$ cat config.mk
export PLATFORM = sky130hd
export DESIGN_NAME = fit_box_scaled_blit_address_gen_top
export DESIGN_NICKNAME = d
export VERILOG_FILES = /design/src/rtl/fbsb_pkg.sv /design/src/rtl/fbsb_alu.sv /design/src/rtl/fbsb_setup.sv /design/src/rtl/fbsb_walk.sv /design/src/rtl/fit_box_scaled_blit_address_gen_top.sv
export SDC_FILE = /design/constraint.sdc
export NUM_CORES = 2
export LEC_CHECK = 0
export ABC_CLOCK_PERIOD_IN_PS = 6880
export BUFFER_PORTS_ARGS = -buffer_cell sky130_fd_sc_hd__buf_2
export CORE_UTILIZATION = 55
export CTS_CLUSTER_SIZE = 20
export DETAILED_ROUTE_END_ITERATION = 8
export MAX_ROUTING_LAYER = met4
export PLACE_DENSITY_LB_ADDON = 0.1
export REMOVE_ABC_BUFFERS = 1
export SKIP_LAST_GASP = 1
export SYNTH_ARGS = -nofsm -noshare
export SYNTH_HDL_FRONTEND = slang
export SYNTH_SLANG_ARGS = --single-unit
$ cat constraint.sdc
create_clock -name aclk -period 6.88 [get_ports aclk]
set_input_delay 0 -clock aclk [delete_from_list [all_inputs] [get_ports aclk]]
set_output_delay 0 -clock aclk [all_outputs]
set_load 0.03 [all_outputs]
$ cat src/rtl/fbsb_pkg.sv
// Shared types and constants for the fit-box scaled blit address generator.
// Used by every module of the block; depends on nothing else.
package fbsb_pkg;

    // Scaling geometry
    localparam int BOX_SIZE  = 64;
    localparam int FRAC_BITS = 10;

    // Field widths
    localparam int DIM_W  = 11;                       // texture size
    localparam int POS_W  = 12;                       // signed screen position
    localparam int CFG_W  = 12;                       // screen size registers
    localparam int FB_W   = 22;                       // framebuffer index
    localparam int TEX_W  = 20;                       // texel index
    localparam int ACC_W  = 32;                       // texture coordinate accumulators
    localparam int SIDE_W = $clog2(BOX_SIZE + 1);     // box side and pixel indexes
    localparam int NUM_W  = DIM_W + FRAC_BITS;        // dividend and step width
    localparam int RES_W  = NUM_W + DIM_W;            // product width
    localparam int CLIP_W = CFG_W + 2;                // signed clipping arithmetic

    // Configuration register indexes
    localparam int CFG_IDX_W = 1;
    localparam logic [CFG_IDX_W-1:0] REG_SCREEN_WIDTH  = 1'd0;
    localparam logic [CFG_IDX_W-1:0] REG_SCREEN_HEIGHT = 1'd1;

    localparam logic [CFG_W-1:0] SCREEN_WIDTH_RESET  = 12'd320;
    localparam logic [CFG_W-1:0] SCREEN_HEIGHT_RESET = 12'd240;

    // Item function codes
    localparam logic FUNC_START = 1'b0;
    localparam logic FUNC_STEP  = 1'b1;

    typedef struct packed {
        logic                    func;
        logic signed [POS_W-1:0] pos_x;
        logic signed [POS_W-1:0] pos_y;
        logic [DIM_W-1:0]        tex_width;
        logic [DIM_W-1:0]        tex_height;
    } in_item_t;

    typedef struct packed {
        logic             pixel_valid;
        logic [FB_W-1:0]  fb_addr;
        logic [TEX_W-1:0] tex_addr;
        logic             last_pixel;
    } out_item_t;

    typedef enum logic {
        ALU_DIV,
        ALU_MUL
    } alu_op_t;

    typedef enum logic [3:0] {
        SETUP_IDLE,
        SETUP_FIT_DIV,
        SETUP_FIT_MUL,
        SETUP_COL_DIV,
        SETUP_ROW_DIV,
        SETUP_CLIP,
        SETUP_COL_MUL,
        SETUP_ROW_MUL,
        SETUP_FB_MUL,
        SETUP_LOAD
    } setup_state_t;

    // Draw parameters handed from the setup sequencer to the pixel walker
    typedef struct packed {
        logic              active;
        logic [SIDE_W-1:0] col_start;
        logic [SIDE_W-1:0] col_end;
        logic [SIDE_W-1:0] row_start;
        logic [SIDE_W-1:0] row_end;
        logic [NUM_W-1:0]  step_col;
        logic [NUM_W-1:0]  step_row;
        logic [ACC_W-1:0]  tex_col_acc;
        logic [ACC_W-1:0]  tex_row_start;
        logic [FB_W-1:0]   fb_base;
        logic [DIM_W-1:0]  tex_height;
    } draw_setup_t;

endpackage

$ cat src/rtl/fbsb_alu.sv
// Shared bit-serial arithmetic unit: restoring divide and shift-add multiply.
// Depends on fbsb_pkg.
module fbsb_alu (
    input  logic                       aclk,
    input  logic                       aresetn,
    input  logic                       start,
    input  fbsb_pkg::alu_op_t          op,
    input  logic [fbsb_pkg::NUM_W-1:0] a,
    input  logic [fbsb_pkg::DIM_W-1:0] b,
    output logic                       done,
    output logic [fbsb_pkg::NUM_W-1:0] quot,
    output logic [fbsb_pkg::RES_W-1:0] prod
);
    import fbsb_pkg::*;

    localparam int ITER_W = $clog2(NUM_W + 1);

    logic              busy_reg,  busy_next;
    logic              done_reg,  done_next;
    alu_op_t           op_reg,    op_next;
    logic [ITER_W-1:0] cnt_reg,   cnt_next;
    logic [NUM_W-1:0]  q_reg,     q_next;
    logic [RES_W-1:0]  acc_reg,   acc_next;
    logic [NUM_W-1:0]  opnd_reg,  opnd_next;

    logic              top_bit;
    logic [DIM_W:0]    rem_sh;
    logic [DIM_W+1:0]  diff;
    logic              fits;
    logic [RES_W-1:0]  mul_sum;

    // One quotient bit or one multiplier bit per cycle, MSB first
    assign top_bit = q_reg[NUM_W-1];
    assign rem_sh  = {acc_reg[DIM_W-1:0], top_bit};
    assign diff    = {1'b0, rem_sh} - {2'b00, opnd_reg[DIM_W-1:0]};
    assign fits    = !diff[DIM_W+1];
    assign mul_sum = {acc_reg[RES_W-2:0], 1'b0} + (top_bit ? RES_W'(opnd_reg) : '0);

    always_comb begin
        busy_next = busy_reg;
        done_next = 1'b0;
        op_next   = op_reg;
        cnt_next  = cnt_reg;
        q_next    = q_reg;
        acc_next  = acc_reg;
        opnd_next = opnd_reg;
        if (start) begin
            // Load operands
            busy_next = 1'b1;
            op_next   = op;
            acc_next  = '0;
            case (op)
                ALU_DIV: begin
                    q_next    = a;
                    opnd_next = NUM_W'(b);
                    cnt_next  = ITER_W'(NUM_W);
                end
                ALU_MUL: begin
                    q_next    = {b, {(NUM_W-DIM_W){1'b0}}};
                    opnd_next = a;
                    cnt_next  = ITER_W'(DIM_W);
                end
                default: begin
                    q_next    = a;
                    opnd_next = NUM_W'(b);
                    cnt_next  = ITER_W'(NUM_W);
                end
            endcase
        end else if (busy_reg) begin
            // Advance one step
            case (op_reg)
                ALU_DIV: begin
                    acc_next = fits ? RES_W'(diff[DIM_W:0]) : RES_W'(rem_sh);
                    q_next   = {q_reg[NUM_W-2:0], fits};
                end
                ALU_MUL: begin
                    acc_next = mul_sum;
                    q_next   = {q_reg[NUM_W-2:0], 1'b0};
                end
                default: begin
                    acc_next = acc_reg;
                end
            endcase
            cnt_next = cnt_reg - 1'b1;
            if (cnt_reg == ITER_W'(1)) begin
                busy_next = 1'b0;
                done_next = 1'b1;
            end
        end
    end

    always_ff @(posedge aclk) begin
        if (!aresetn) begin
            busy_reg <= 1'b0;
            done_reg <= 1'b0;
        end else begin
            busy_reg <= busy_next;
            done_reg <= done_next;
        end
        op_reg   <= op_next;
        cnt_reg  <= cnt_next;
        q_reg    <= q_next;
        acc_reg  <= acc_next;
        opnd_reg <= opnd_next;
    end

    assign done = done_reg;
    assign quot = q_reg;
    assign prod = acc_reg;

endmodule

$ cat src/rtl/fbsb_setup.sv
// Draw setup sequencer: box fit, steps, clip window and start addresses.
// Drives the shared unit in fbsb_alu; depends on fbsb_pkg.
module fbsb_setup (
    input  logic                       aclk,
    input  logic                       aresetn,
    input  logic                       start,
    input  fbsb_pkg::in_item_t         item,
    input  logic [fbsb_pkg::CFG_W-1:0] screen_width,
    input  logic [fbsb_pkg::CFG_W-1:0] screen_height,
    output logic                       busy,
    output logic                       load_valid,
    output fbsb_pkg::draw_setup_t      setup
);
    import fbsb_pkg::*;

    setup_state_t state_reg, state_next;

    logic                    issued_reg;
    logic                    ok_reg;
    logic signed [POS_W-1:0] x_reg, y_reg;
    logic [DIM_W-1:0]        w_reg, h_reg;
    logic [SIDE_W-1:0]       fw_reg, fh_reg;
    logic [NUM_W-1:0]        step_col_reg, step_row_reg;
    logic [SIDE_W-1:0]       col_start_reg, col_end_reg, row_start_reg, row_end_reg;
    logic [ACC_W-1:0]        tex_col_acc_reg, tex_row_start_reg;
    logic [FB_W-1:0]         fb_base_reg;

    logic              alu_start, alu_done;
    alu_op_t           alu_op;
    logic [NUM_W-1:0]  alu_a, alu_quot;
    logic [DIM_W-1:0]  alu_b;
    logic [RES_W-1:0]  alu_prod;
    logic              op_state;

    logic              wide;
    logic [DIM_W-1:0]  small_dim, big_dim;
    logic [SIDE_W-1:0] fit;

    logic signed [CLIP_W-1:0] x_ext, y_ext, fw_ext, fh_ext, sw_ext, sh_ext;
    logic signed [CLIP_W-1:0] sx, sy, ex, ey;
    logic                     clip_empty;
    logic [DIM_W-1:0]         x0, y0;

    fbsb_alu u_alu (
        .aclk    (aclk),
        .aresetn (aresetn),
        .start   (alu_start),
        .op      (alu_op),
        .a       (alu_a),
        .b       (alu_b),
        .done    (alu_done),
        .quot    (alu_quot),
        .prod    (alu_prod)
    );

    // Box fit: the wider texture side maps onto the full box
    assign wide      = w_reg > h_reg;
    assign small_dim = wide ? h_reg : w_reg;
    assign big_dim   = wide ? w_reg : h_reg;
    assign fit       = alu_prod[FRAC_BITS +: SIDE_W];

    // Clip window against the screen
    assign x_ext  = CLIP_W'(x_reg);
    assign y_ext  = CLIP_W'(y_reg);
    assign fw_ext = CLIP_W'(fw_reg);
    assign fh_ext = CLIP_W'(fh_reg);
    assign sw_ext = CLIP_W'(screen_width);
    assign sh_ext = CLIP_W'(screen_height);
    assign sx     = x_reg[POS_W-1] ? -x_ext : '0;
    assign sy     = y_reg[POS_W-1] ? -y_ext : '0;
    assign ex     = (x_ext + fw_ext > sw_ext) ? sw_ext - x_ext : fw_ext;
    assign ey     = (y_ext + fh_ext > sh_ext) ? sh_ext - y_ext : fh_ext;
    assign clip_empty = (sx >= ex) || (sy >= ey);
    assign x0     = x_reg[POS_W-1] ? '0 : x_reg[DIM_W-1:0];
    assign y0     = y_reg[POS_W-1] ? '0 : y_reg[DIM_W-1:0];

    // Next state
    always_comb begin
        state_next = state_reg;
        case (state_reg)
            SETUP_IDLE: begin
                if (start) begin
                    if (item.tex_width == '0 || item.tex_height == '0) begin
                        state_next = SETUP_LOAD;
                    end else begin
                        state_next = SETUP_FIT_DIV;
                    end
                end
            end
            SETUP_FIT_DIV: begin
                if (alu_done) state_next = SETUP_FIT_MUL;
            end
            SETUP_FIT_MUL: begin
                if (alu_done) state_next = (fit == '0) ? SETUP_LOAD : SETUP_COL_DIV;
            end
            SETUP_COL_DIV: begin
                if (alu_done) state_next = SETUP_ROW_DIV;
            end
            SETUP_ROW_DIV: begin
                if (alu_done) state_next = SETUP_CLIP;
            end
            SETUP_CLIP: begin
                state_next = clip_empty ? SETUP_LOAD : SETUP_COL_MUL;
            end
            SETUP_COL_MUL: begin
                if (alu_done) state_next = SETUP_ROW_MUL;
            end
            SETUP_ROW_MUL: begin
                if (alu_done) state_next = SETUP_FB_MUL;
            end
            SETUP_FB_MUL: begin
                if (alu_done) state_next = SETUP_LOAD;
            end
            SETUP_LOAD: begin
                state_next = SETUP_IDLE;
            end
            default: begin
                state_next = SETUP_IDLE;
            end
        endcase
    end

    // Outputs and operand selection
    always_comb begin
        op_state   = 1'b0;
        alu_op     = ALU_DIV;
        alu_a      = '0;
        alu_b      = '0;
        load_valid = 1'b0;
        busy       = state_reg != SETUP_IDLE;
        case (state_reg)
            SETUP_FIT_DIV: begin
                op_state = 1'b1;
                alu_a    = {small_dim, FRAC_BITS'(0)};
                alu_b    = big_dim;
            end
            SETUP_FIT_MUL: begin
                op_state = 1'b1;
                alu_op   = ALU_MUL;
                alu_a    = alu_quot;
                alu_b    = DIM_W'(BOX_SIZE);
            end
            SETUP_COL_DIV: begin
                op_state = 1'b1;
                alu_a    = {w_reg, FRAC_BITS'(0)};
                alu_b    = DIM_W'(fw_reg);
            end
            SETUP_ROW_DIV: begin
                op_state = 1'b1;
                alu_a    = {h_reg, FRAC_BITS'(0)};
                alu_b    = DIM_W'(fh_reg);
            end
            SETUP_COL_MUL: begin
                op_state = 1'b1;
                alu_op   = ALU_MUL;
                alu_a    = step_col_reg;
                alu_b    = DIM_W'(col_start_reg);
            end
            SETUP_ROW_MUL: begin
                op_state = 1'b1;
                alu_op   = ALU_MUL;
                alu_a    = step_row_reg;
                alu_b    = DIM_W'(row_start_reg);
            end
            SETUP_FB_MUL: begin
                op_state = 1'b1;
                alu_op   = ALU_MUL;
                alu_a    = NUM_W'(screen_width);
                alu_b    = y0;
            end
            SETUP_LOAD: begin
                load_valid = 1'b1;
            end
            default: begin
                op_state = 1'b0;
            end
        endcase
    end

    // Issue one operation on entry to each arithmetic state
    assign alu_start = op_state && !issued_reg;

    always_ff @(posedge aclk) begin
        if (!aresetn) begin
            state_reg  <= SETUP_IDLE;
            issued_reg <= 1'b0;
            ok_reg     <= 1'b0;
        end else begin
            state_reg <= state_next;
            if (alu_start) begin
                issued_reg <= 1'b1;
            end else if (alu_done) begin
                issued_reg <= 1'b0;
            end
            if (start) begin
                ok_reg <= 1'b0;
            end else if (state_reg == SETUP_FB_MUL && alu_done) begin
                ok_reg <= 1'b1;
            end
        end
    end

    // Capture the item and hold intermediate results
    always_ff @(posedge aclk) begin
        if (start) begin
            x_reg <= item.pos_x;
            y_reg <= item.pos_y;
            w_reg <= item.tex_width;
            h_reg <= item.tex_height;
        end
        if (alu_done) begin
            case (state_reg)
                SETUP_FIT_MUL: begin
                    fw_reg <= wide ? SIDE_W'(BOX_SIZE) : fit;
                    fh_reg <= wide ? fit : SIDE_W'(BOX_SIZE);
                end
                SETUP_COL_DIV: step_col_reg      <= alu_quot;
                SETUP_ROW_DIV: step_row_reg      <= alu_quot;
                SETUP_COL_MUL: tex_col_acc_reg   <= ACC_W'(alu_prod);
                SETUP_ROW_MUL: tex_row_start_reg <= ACC_W'(alu_prod);
                SETUP_FB_MUL:  fb_base_reg       <= FB_W'(alu_prod + RES_W'(x0));
                default: begin
                    fb_base_reg <= fb_base_reg;
                end
            endcase
        end
        if (state_reg == SETUP_CLIP) begin
            col_start_reg <= SIDE_W'(sx);
            col_end_reg   <= SIDE_W'(ex);
            row_start_reg <= SIDE_W'(sy);
            row_end_reg   <= SIDE_W'(ey);
        end
    end

    always_comb begin
        setup.active        = ok_reg;
        setup.col_start     = col_start_reg;
        setup.col_end       = col_end_reg;
        setup.row_start     = row_start_reg;
        setup.row_end       = row_end_reg;
        setup.step_col      = step_col_reg;
        setup.step_row      = step_row_reg;
        setup.tex_col_acc   = tex_col_acc_reg;
        setup.tex_row_start = tex_row_start_reg;
        setup.fb_base       = fb_base_reg;
        setup.tex_height    = h_reg;
    end

endmodule

$ cat src/rtl/fbsb_walk.sv
// Pixel walker: steps column by column through the clipped box and forms
// framebuffer and texel addresses. Depends on fbsb_pkg.
module fbsb_walk (
    input  logic                       aclk,
    input  logic                       aresetn,
    input  logic                       load_valid,
    input  fbsb_pkg::draw_setup_t      setup,
    input  logic                       step,
    input  logic [fbsb_pkg::CFG_W-1:0] screen_width,
    output fbsb_pkg::out_item_t        result
);
    import fbsb_pkg::*;

    logic              active_reg;
    logic [SIDE_W-1:0] col_idx_reg, col_end_reg;
    logic [SIDE_W-1:0] row_idx_reg, row_start_reg, row_end_reg;
    logic [ACC_W-1:0]  col_acc_reg, row_acc_reg, row_acc_start_reg;
    logic [NUM_W-1:0]  step_col_reg, step_row_reg;
    logic [FB_W-1:0]   fb_base_reg, fb_cur_reg;
    logic [DIM_W-1:0]  tex_h_reg;

    logic [SIDE_W-1:0]      col_inc, row_inc;
    logic                   col_done;
    logic [TEX_W+DIM_W-1:0] tex_prod;
    logic [TEX_W-1:0]       tex_addr;

    assign col_inc  = col_idx_reg + 1'b1;
    assign row_inc  = row_idx_reg + 1'b1;
    assign col_done = row_inc >= row_end_reg;

    // Texel index from the integer parts of both coordinates
    assign tex_prod = col_acc_reg[FRAC_BITS +: TEX_W] * tex_h_reg;
    assign tex_addr = TEX_W'(tex_prod) + row_acc_reg[FRAC_BITS +: TEX_W];

    always_comb begin
        result = '0;
        if (active_reg) begin
            result.pixel_valid = 1'b1;
            result.fb_addr     = fb_cur_reg;
            result.tex_addr    = tex_addr;
            result.last_pixel  = (col_inc == col_end_reg) && (row_inc == row_end_reg);
        end
    end

    // Load a new draw, or advance down the column and wrap to the next one
    always_ff @(posedge aclk) begin
        if (!aresetn) begin
            active_reg <= 1'b0;
        end else if (load_valid) begin
            active_reg <= setup.active;
        end else if (step && active_reg && col_done && (col_inc >= col_end_reg)) begin
            active_reg <= 1'b0;
        end

        if (load_valid) begin
            col_idx_reg       <= setup.col_start;
            col_end_reg       <= setup.col_end;
            row_idx_reg       <= setup.row_start;
            row_start_reg     <= setup.row_start;
            row_end_reg       <= setup.row_end;
            col_acc_reg       <= setup.tex_col_acc;
            row_acc_reg       <= setup.tex_row_start;
            row_acc_start_reg <= setup.tex_row_start;
            step_col_reg      <= setup.step_col;
            step_row_reg      <= setup.step_row;
            fb_base_reg       <= setup.fb_base;
            fb_cur_reg        <= setup.fb_base;
            tex_h_reg         <= setup.tex_height;
        end else if (step && active_reg) begin
            if (col_done) begin
                col_idx_reg <= col_inc;
                row_idx_reg <= row_start_reg;
                col_acc_reg <= col_acc_reg + ACC_W'(step_col_reg);
                row_acc_reg <= row_acc_start_reg;
                fb_base_reg <= fb_base_reg + 1'b1;
                fb_cur_reg  <= fb_base_reg + 1'b1;
            end else begin
                row_idx_reg <= row_inc;
                row_acc_reg <= row_acc_reg + ACC_W'(step_row_reg);
                fb_cur_reg  <= fb_cur_reg + FB_W'(screen_width);
            end
        end
    end

endmodule

$ cat src/rtl/fit_box_scaled_blit_address_gen_top.sv
// Top level of the fit-box scaled blit address generator.
// Depends on fbsb_pkg, fbsb_setup (with fbsb_alu) and fbsb_walk.
//
// A start item (func 0) fits the column-major texture into a 64-pixel box
// with its aspect ratio kept, computes 10-bit fraction steps and clips the
// box against the screen at the signed position; it returns no item. Each
// step item (func 1) returns one item with the next framebuffer and texel
// address, walking down each column and then across, with last_pixel set
// on the final pixel; outside a draw the item has pixel_valid 0 and all
// fields zero. Step items are taken one per cycle while no setup runs and
// the output is not stalled. A start item holds s_ready low for its setup
// sequence on a single bit-serial arithmetic unit: three 21-step divides and
// four 11-step multiplies (issue, steps, done), one after another, plus a
// clip state and a load state. An empty draw ends early: a zero texture size
// goes straight to the load state, a box side that rounds to zero ends after
// the fit multiply and a fully clipped box after the clip state. The user
// must write screen_width and screen_height through the cfg port only while
// no item is in flight; the block itself does not enforce this.
module fit_box_scaled_blit_address_gen_top (
    input  logic                           aclk,
    input  logic                           aresetn,
    input  logic                           s_valid,
    output logic                           s_ready,
    input  fbsb_pkg::in_item_t             s_data,
    output logic                           m_valid,
    input  logic                           m_ready,
    output fbsb_pkg::out_item_t            m_data,
    input  logic                           cfg_wr_en,
    input  logic [fbsb_pkg::CFG_IDX_W-1:0] cfg_index,
    input  logic [fbsb_pkg::CFG_W-1:0]     cfg_wr_data
);
    import fbsb_pkg::*;

    logic [CFG_W-1:0] screen_width_reg, screen_height_reg;
    logic             m_valid_reg;
    out_item_t        m_data_reg;

    logic        s_accept, start_accept, step_accept;
    logic        setup_busy, load_valid;
    draw_setup_t setup;
    out_item_t   walk_result;

    // Take items while no setup runs and the output slot is free or draining
    assign s_ready      = !setup_busy && (!m_valid_reg || m_ready);
    assign s_accept     = s_valid && s_ready;
    assign start_accept = s_accept && (s_data.func == FUNC_START);
    assign step_accept  = s_accept && (s_data.func == FUNC_STEP);

    // Configuration registers
    always_ff @(posedge aclk) begin
        if (!aresetn) begin
            screen_width_reg  <= SCREEN_WIDTH_RESET;
            screen_height_reg <= SCREEN_HEIGHT_RESET;
        end else if (cfg_wr_en) begin
            case (cfg_index)
                REG_SCREEN_WIDTH:  screen_width_reg  <= cfg_wr_data;
                REG_SCREEN_HEIGHT: screen_height_reg <= cfg_wr_data;
                default: begin
                    screen_width_reg <= screen_width_reg;
                end
            endcase
        end
    end

    fbsb_setup u_setup (
        .aclk          (aclk),
        .aresetn       (aresetn),
        .start         (start_accept),
        .item          (s_data),
        .screen_width  (screen_width_reg),
        .screen_height (screen_height_reg),
        .busy          (setup_busy),
        .load_valid    (load_valid),
        .setup         (setup)
    );

    fbsb_walk u_walk (
        .aclk         (aclk),
        .aresetn      (aresetn),
        .load_valid   (load_valid),
        .setup        (setup),
        .step         (step_accept),
        .screen_width (screen_width_reg),
        .result       (walk_result)
    );

    // Output register: hold until taken, refill on each step item
    always_ff @(posedge aclk) begin
        if (!aresetn) begin
            m_valid_reg <= 1'b0;
        end else if (step_accept) begin
            m_valid_reg <= 1'b1;
        end else if (m_ready) begin
            m_valid_reg <= 1'b0;
        end
        if (step_accept) begin
            m_data_reg <= walk_result;
        end
    end

    assign m_valid = m_valid_reg;
    assign m_data  = m_data_reg;

endmodule
==> reports/metrics.cfg <==
[grt]
grt_pass1_wl_um=162000
grt_max_degree=160
grt_usage_pct=31.4
antenna_found_initial=1
overflow=0
grt_pass1_vias=27670

[sta]
fin_crit_ns=6.44
fmax_mhz=155
worstMarginPinSlew_ns=1.18
fin_crit_sh_pct=93.6
rsz0062_at_grt=no
max-slew-margin-rel_pct=21.1
finClkSkew_ns=0.0331
fin_ws_ns=0.443
hold_viol=0
setup-violations-final=0
drv_slew=0
hold_slack_ns=0.0972

[worst_setup_path]
arrival_ns=6.94
cp_slowest_stage_delay_ns=0.92
crit_path_end_kind=flip-flop
crit_path_max_fanout=20
cpMostUsedCell=a21oi_1
r2r_slack_ns=0.44
critPathRequiredTime_ns=7.38
cp-start-kind=flip-flop
crit_type=reg2reg
timing.rr.end=u_setup.state_reg[3]$_SDFFE_PN0P_
cp_slowest_cell=a21oi_2
ff2ff_path_depth=28
cp-startpoint=u_setup.fw_reg[1]$_SDFFCE_PN0P_
r2r_start=u_setup.fw_reg[1]$_SDFFCE_PN0P_

[floorplan]
die_w_um=263
core_um2=67400
die_h_um=263
dieArea_um2=69400
start_util_pct=55.8
io-pin-count=111
rows=95

[layout]
largest_reg_flops=44
area_growth_pct=12.2
drive_above_1_share_pct=8.00
instances_no_fill=4714
design_area_um2=42200
layout.nets=4247

[pwr]
ir_drop_v=0.000837
pwr-share-seq_pct=38.0
p_total_mw=13.1
power.density_nw_per_um2=310
intPower_mw=8.37
power_switching_mw=4.68
combPwrFrac_pct=33.0
switching_share_pct=35.9
pwr-share-clk_pct=29.0
p_leak_nw=17.0

[clock_network]
cts.path.max_buffers=3
clock_sinks=590
cts_buffers=67
clk_latency_ns=0.62
cts_tree=built
cts.clk_slew.worst_paths_ns=0.06
root_buffer=clkbuf_16
htreeDepth=3

[synth]
synth_flop_cell=edfxtp_1
synthTopCellsByArea=edfxtp_1, ha_1, fa_1
netlist.area_leader.share_pct=42.0
async_reset_ff_share_pct=0
synth_edf_count=526
synth_top_cell_by_area=edfxtp_1
synth_most_common_cell=edfxtp_1
syn-cell-area_um2=37600
synth_top_cells_by_count=edfxtp_1, nand2_1, inv_1
synth_seq_cells=590
synth_cells=3628
ys_warn_count=0
synth-seq-area-share_pct=45.4
ys_types=83
synth_area_per_cell_um2=10.4

[placed_design]
port_buffers=110
dpl.hpwl_um=77900
pre_cts_ws_ns=0.550
routabilityCongestion=0.962
placed_cells=4511
placed_area_um2=39100

[route]
vias=28568
vias_per_cell=6.06
first_pass_iters=5
drc_errors=0
wl_per_cell_um=22.4
drtAntennaViolNets=0
routed_wl_um=106000
drtIter0Drc=2935

[worst_hold_path]
min_path_type=in2reg
holdPathEnd=u_setup.y_reg[6]$_DFFE_PP_
worstHoldStart=s_data[28]
hold_depth=2

[outcome]
outcome=finished, final reports clean

[flow_run]
maxCapViolCount=0

routing by layer:
layer  track usage (%)  vias up  routed length [um]
li1                  -    13209                   -
met1              43.1    13987               45900
met2              48.5     1192               48400
met3              4.16      180                8220
met4              10.3        0                3240
met5                 -        -                   0
area by class of cell:
cell class                 instances  area, um2
timing repair buffer             230       1660
tap                              873       1090
multi-input combinational       2575      18800
antenna                            2       5.00
clock buffer                      86       1850
clock inverter                    38        465
fill                            5440      25200
inverter                         320       1210
sequential                       590      17100
worst max-delay path: cells and delay by family (launching register included):
| kind | cells | cell delay [ns] |
|---|---|---|
| buffers and inverters | 1 | 0.17 |
| and+or+nand+nor | 6 | 1.15 |
| adders and majority gates | 3 | 1.01 |
| DFF | 1 | 0.47 |
| xor gates and xnor gates | 1 | 0.12 |
| AOI/OAI and AO/OA | 17 | 3.40 |
through the flow:
step | TNS [ns] | utilization (%)
after floorplan | -42.21 | -
after global placement | 0 | 58.0
after detailed placement | 0 | 58.0
after CTS | 0 | 62.6
after global routing | 0 | 62.6
final | 0 | 62.6
placed cells by master (no fill, tap or decap), types with 110 or more instances in the layout:
cell type	instances
a21oi_1	201
buf_2	110
edfxtp_1	526
fa_1	139
ha_1	259
inv_1	316
nand2_1	405
nor2_1	239
o21ai_0	173
xnor2_1	122
power groups by stage:
stage	logic (mW)	registers [mW]	clock network [mW]
after floorplan	2.80	4.93	0
after global placement	4.14	5.00	0
after detailed placement	4.23	5.02	0
after CTS	4.29	4.95	3.84
after global routing	4.75	4.99	3.97
final	4.31	4.96	3.79
how the worst max path moves through the flow:
stage                                        endpoint  depth (start not counted)
finish              u_setup.state_reg[3]$_SDFFE_PN0P_                         28
global route        u_setup.state_reg[3]$_SDFFE_PN0P_                         28
detailed placement  u_setup.state_reg[3]$_SDFFE_PN0P_                         28
global placement    u_setup.state_reg[3]$_SDFFE_PN0P_                         25
floorplan             u_walk.col_acc_reg[0]$_DFFE_PP_                          5
CTS                 u_setup.state_reg[3]$_SDFFE_PN0P_                         28
cells by family (layout without fill, tap and decap cells):
group / count (synthesis) / count (layout) / share of synthesized area [%]
AOI/OAI and AO/OA: 760 / 760 / 13.1
xor gates and xnor gates: 202 / 202 / 4.71
adders and majority gates: 398 / 398 / 16.0
buffers and inverters: 466 / 674 / 4.70
DFF: 590 / 590 / 45.4
muxes: 53 / 53 / 1.45
other: 1 / 6 / 0.00998
and+or+nand+nor: 1158 / 1158 / 14.6
what timing repair did:
item / 4_1_cts / 5_1_grt
resized for setup: 0 / 0
hold endpoints to repair: 90 / 0
hold buffers: 77 / 0
buffers inserted: 0 / 0
(Power assumes the default switching activity.)
